### src/hdl/gafs_ram.sv
// Generic single-port-write, single-port-read RAM with registered read data.
`timescale 1ns / 1ps
module gafs_ram #(
    parameter int Width = 8,
    parameter int Depth = 256
) (
    input  logic                     i_clk,
    input  logic                     i_we,
    input  logic [$clog2(Depth)-1:0] i_waddr,
    input  logic [Width-1:0]         i_wdata,
    input  logic [$clog2(Depth)-1:0] i_raddr,
    output logic [Width-1:0]         o_rdata
);
    logic [Width-1:0] r_mem [Depth];

    always_ff @(posedge i_clk) begin
        if (i_we) begin
            r_mem[i_waddr] <= i_wdata;
        end
        o_rdata <= r_mem[i_raddr];
    end
endmodule

### config.mk
export PLATFORM = sky130hd
export DESIGN_NAME = gafs_ram
export DESIGN_NICKNAME = d
export VERILOG_FILES = /design/src/hdl/gafs_ram.sv
export SDC_FILE = /design/constraint.sdc
export NUM_CORES = 2
export LEC_CHECK = 0
export ABC_CLOCK_PERIOD_IN_PS = 3350
export BUFFER_PORTS_ARGS = -buffer_cell sky130_fd_sc_hd__buf_4
export CAP_MARGIN = 0
export CORE_UTILIZATION = 40
export DETAILED_ROUTE_END_ITERATION = 8
export SETUP_SLACK_MARGIN = 0.1
export SYNTH_ARGS = -nofsm -noshare
export SYNTH_HDL_FRONTEND = slang
export SYNTH_SLANG_ARGS = --single-unit
### constraint.sdc
create_clock -name i_clk -period 3.35 [get_ports i_clk]
set_clock_uncertainty 0.05 [all_clocks]
set_input_delay 1.005 -clock i_clk [delete_from_list [all_inputs] [get_ports i_clk]]
set_output_delay 1.005 -clock i_clk [all_outputs]
set_load 0.03 [all_outputs]
==> results.py <==
metrics = {
    "outcome": {
        "status": "finished, final reports clean",
    },
    "yosys": {
        "yosysWarnings": 0,
        "synth.area.top_cells": "edfxtp_1 77%, mux4_2 13%, mux2i_1 1.7%, nor2_1 1.3%, a22oi_1 1.3%",
        "ys.flop_type": "edfxtp_1",
        "synth_most_common_cell": "edfxtp_1",
        "synth_area_mm2": 0.0796,
        "async_flop_share_pct": 0,
        "ys_seq_elements": 2056,
        "synth_common_cells": "2048 x edfxtp_1, 454 x mux4_2, 282 x nor2_1",
        "avgSynthCellArea_um2": 21.3,
        "synth_cells": 3733,
        "yosys.area.top_type_share_pct": 77.3,
        "synthesis.nets": 3759,
        "synth_edf_count": 2048,
        "synth.distinct_cells": 55,
        "synth_top_area_cell": "edfxtp_1",
        "synth-seq-area-share_pct": 77.5,
    },
    "setup_path": {
        "endpoint_kind": "flip-flop",
        "cp-start-kind": "input port",
        "worstPathMaxFanout": 22,
        "critPathArrivalTime_ns": 3.92,
        "reg2reg_slack_ns": 0.45,
        "worstPathRequired_ns": 4.03,
        "critPathKind": "input port to flip-flop",
    },
    "global_routing": {
        "grt_max_degree": 99,
        "grt_pass1_vias": 41200,
        "gr-usage-met1_pct": 28.7,
        "antenna_found_initial": 14,
        "globalRouteOverflowTotal": 0,
        "grt_pass1_wl_mm": 293,
        "grt_use_total_pct": 20.2,
        "met3_usage_pct": 2.91,
        "grt.met2_usage_pct": 32.5,
        "grt_busiest_layer": "met2",
    },
    "placed_design": {
        "preCtsSetupSlack_ns": -0.899,
        "io_buffers": 33,
        "hpwl_mm": 130,
        "gp_routability_congestion": 0.847,
    },
    "final_layout": {
        "final.fill_count": 16200,
        "syn_to_final_growth_pct": 19.2,
        "drive_gt1_share_pct": 32.1,
        "postLayoutCoreUtil_pct": 48.0,
        "nets": 4442,
    },
    "clocking": {
        "clkTransAtPathRegs_ns": 0.06,
        "h-tree-depth": 4,
        "cts_setup_buffers": 0,
        "cts_tree": "built",
        "clk_latency_ns": 0.89,
        "cts_buffers": 204,
        "clk_path_buf_depth": 3,
        "clockRootBuffer": "clkbuf_16",
        "cts_sinks": 2056,
    },
    "sta": {
        "finalSetupViolations": 0,
        "hold_viol": 0,
        "finalCriticalPeriod_ns": 3.24,
        "tightest_slew_ns": 0.975,
        "final.period_utilization_pct": 96.7,
        "maxSlewHeadroom_pct": 34.4,
        "timing.fmax_mhz": 309,
        "fin_setup_tns_ns": 0,
        "maxSlewViolCount": 0,
        "setup_slack_ns": 0.111,
        "rsz0062_at_grt": "no",
    },
    "detailed_routing": {
        "drtPass1Iterations": 5,
        "drtIter0Drc": 4567,
        "via_per_inst": 5.59,
        "final_antenna_net_count": 0,
        "vias": 40400,
        "wl_per_cell_um": 27.9,
        "drt-total-wl_mm": 202,
        "drc": 0,
    },
    "power_and_ir_drop": {
        "switching_power_w": 0.0118,
        "switching_share_pct": 21.6,
        "seqPwrFrac_pct": 52.0,
        "power.density_mw_per_mm2": 576,
        "pwr-share-comb_pct": 5.4,
        "cell_internal_pwr_w": 0.0428,
        "leakage_nw": 30.6,
        "total_power_w": 0.0546,
        "clkPwrFrac_pct": 42.5,
        "max-vdd-ir-drop_uv": 564,
    },
    "floorplanning": {
        "pin_count": 34,
        "core_area_mm2": 0.197,
        "start_util_pct": 40.3,
        "rows": 163,
        "die_w_um": 448,
        "die_h_um": 448,
        "die_area_mm2": 0.201,
    },
    "run": {
        "maxCapViolations": 0,
    },
    "min_path": {
        "hp-class": "input port to flip-flop",
    },
}
routing by layer:
| metal | routed length [um] | up-vias |
|---|---|---|
| li1 | - | 17100 |
| met1 | 85700 | 21600 |
| met2 | 97800 | 1481 |
| met3 | 12700 | 287 |
| met4 | 5690 | 0 |
| met5 | 0 | - |
critical path: stages:
cell and delay (ns):
buf_8 0.19, buf_12 0.25, buf_4 0.18, mux4_2 0.48
a211oi_1 0.53, nor3_1 0.21, nor4_1 0.72, buf_4 0.23
nor4_2 0.04
per-stage QoR:
step,instance area (um^2),hold WS [ns],std cells
after floorplan,79600,0.720,3733
after global placement,87900,0.929,6850
after detailed placement,87900,0.996,6850
after CTS,94800,0.414,7230
after global routing,94900,0.437,7233
final,94900,0.470,7234
cells in the final DEF (no fill, tap or decap), drive strengths merged, types with 3 or more instances in the layout:
master and count:
nand4 10, o211ai 10, clkbuf 247, or2 4, buf 710, nand2 33
o32ai 5, nor3 22, edfxtp 2048, clkinv 102, clkinvlp 6, nor4 27
o221ai 47, nor2b 31, dfxtp 8, a221oi 14, and2 6, o21ai 12
a22oi 133, o22ai 28, nand3 34, nand2b 8, mux2i 134, a22o 8
o22a 5, inv 3, a2111oi 5, a211oi 16, nor2 282, diode 4
mux4 456, a21oi 96, bufinv 24
sequential cells by signal (all words and copies together), names as in the netlist:
register / count
o_rdata: 8
r_mem: 2048
power by group through the flow:
| stage | clock [W] | combinational, W | sequential (W) |
|---|---|---|---|
| floorplan | 0 | 0.00138 | 0.0290 |
| global placement | 0 | 0.00298 | 0.0290 |
| detailed placement | 0 | 0.00301 | 0.0290 |
| CTS | 0.0237 | 0.00301 | 0.0284 |
| global route | 0.0246 | 0.00314 | 0.0284 |
| finish | 0.0233 | 0.00298 | 0.0284 |
final cells by class:
type	instances	area, um^2	area share [%]
Multi-Input combinational cell	1442	16500	17.4
Sequential cell	2056	61700	65.0
Antenna cell	4	10.0	0.0106
Tap cell	2640	3300	3.48
Timing Repair Buffer	710	6440	6.79
Clock buffer	247	5320	5.60
Clock inverter	133	1610	1.70
Inverter	2	7.51	0.00791
logic make-up (layout without fill, tap and decap cells):
| group | count (synthesis) | in the layout | share of synthesized area, % |
|---|---|---|---|
| mux | 591 | 591 | 14.6 |
| flops | 2056 | 2056 | 77.5 |
| compound gates | 385 | 385 | 3.42 |
| buf+inv | 235 | 1092 | 1.83 |
| simple gates | 466 | 466 | 2.63 |
| other cells | 0 | 4 | 0 |
worst paths after layout:
path | start | to | cells past startpoint
hold reg to reg | r_mem[41][3]$_DFFE_PP_ | o_rdata[3]$_DFF_P_ | 7
hold / removal | i_wdata[5] | r_mem[202][5]$_DFFE_PP_ | 1
setup reg to reg | r_mem[97][2]$_DFFE_PP_ | o_rdata[2]$_DFF_P_ | 7
setup / recovery | i_raddr[0] | o_rdata[2]$_DFF_P_ | 9
what timing repair did:
item,4_1_cts,5_1_grt
setup endpoints to repair,1,0
hold buffers,0,0
resized for setup,1,0
No activity file was read; power rests on OpenSTA's default activity.
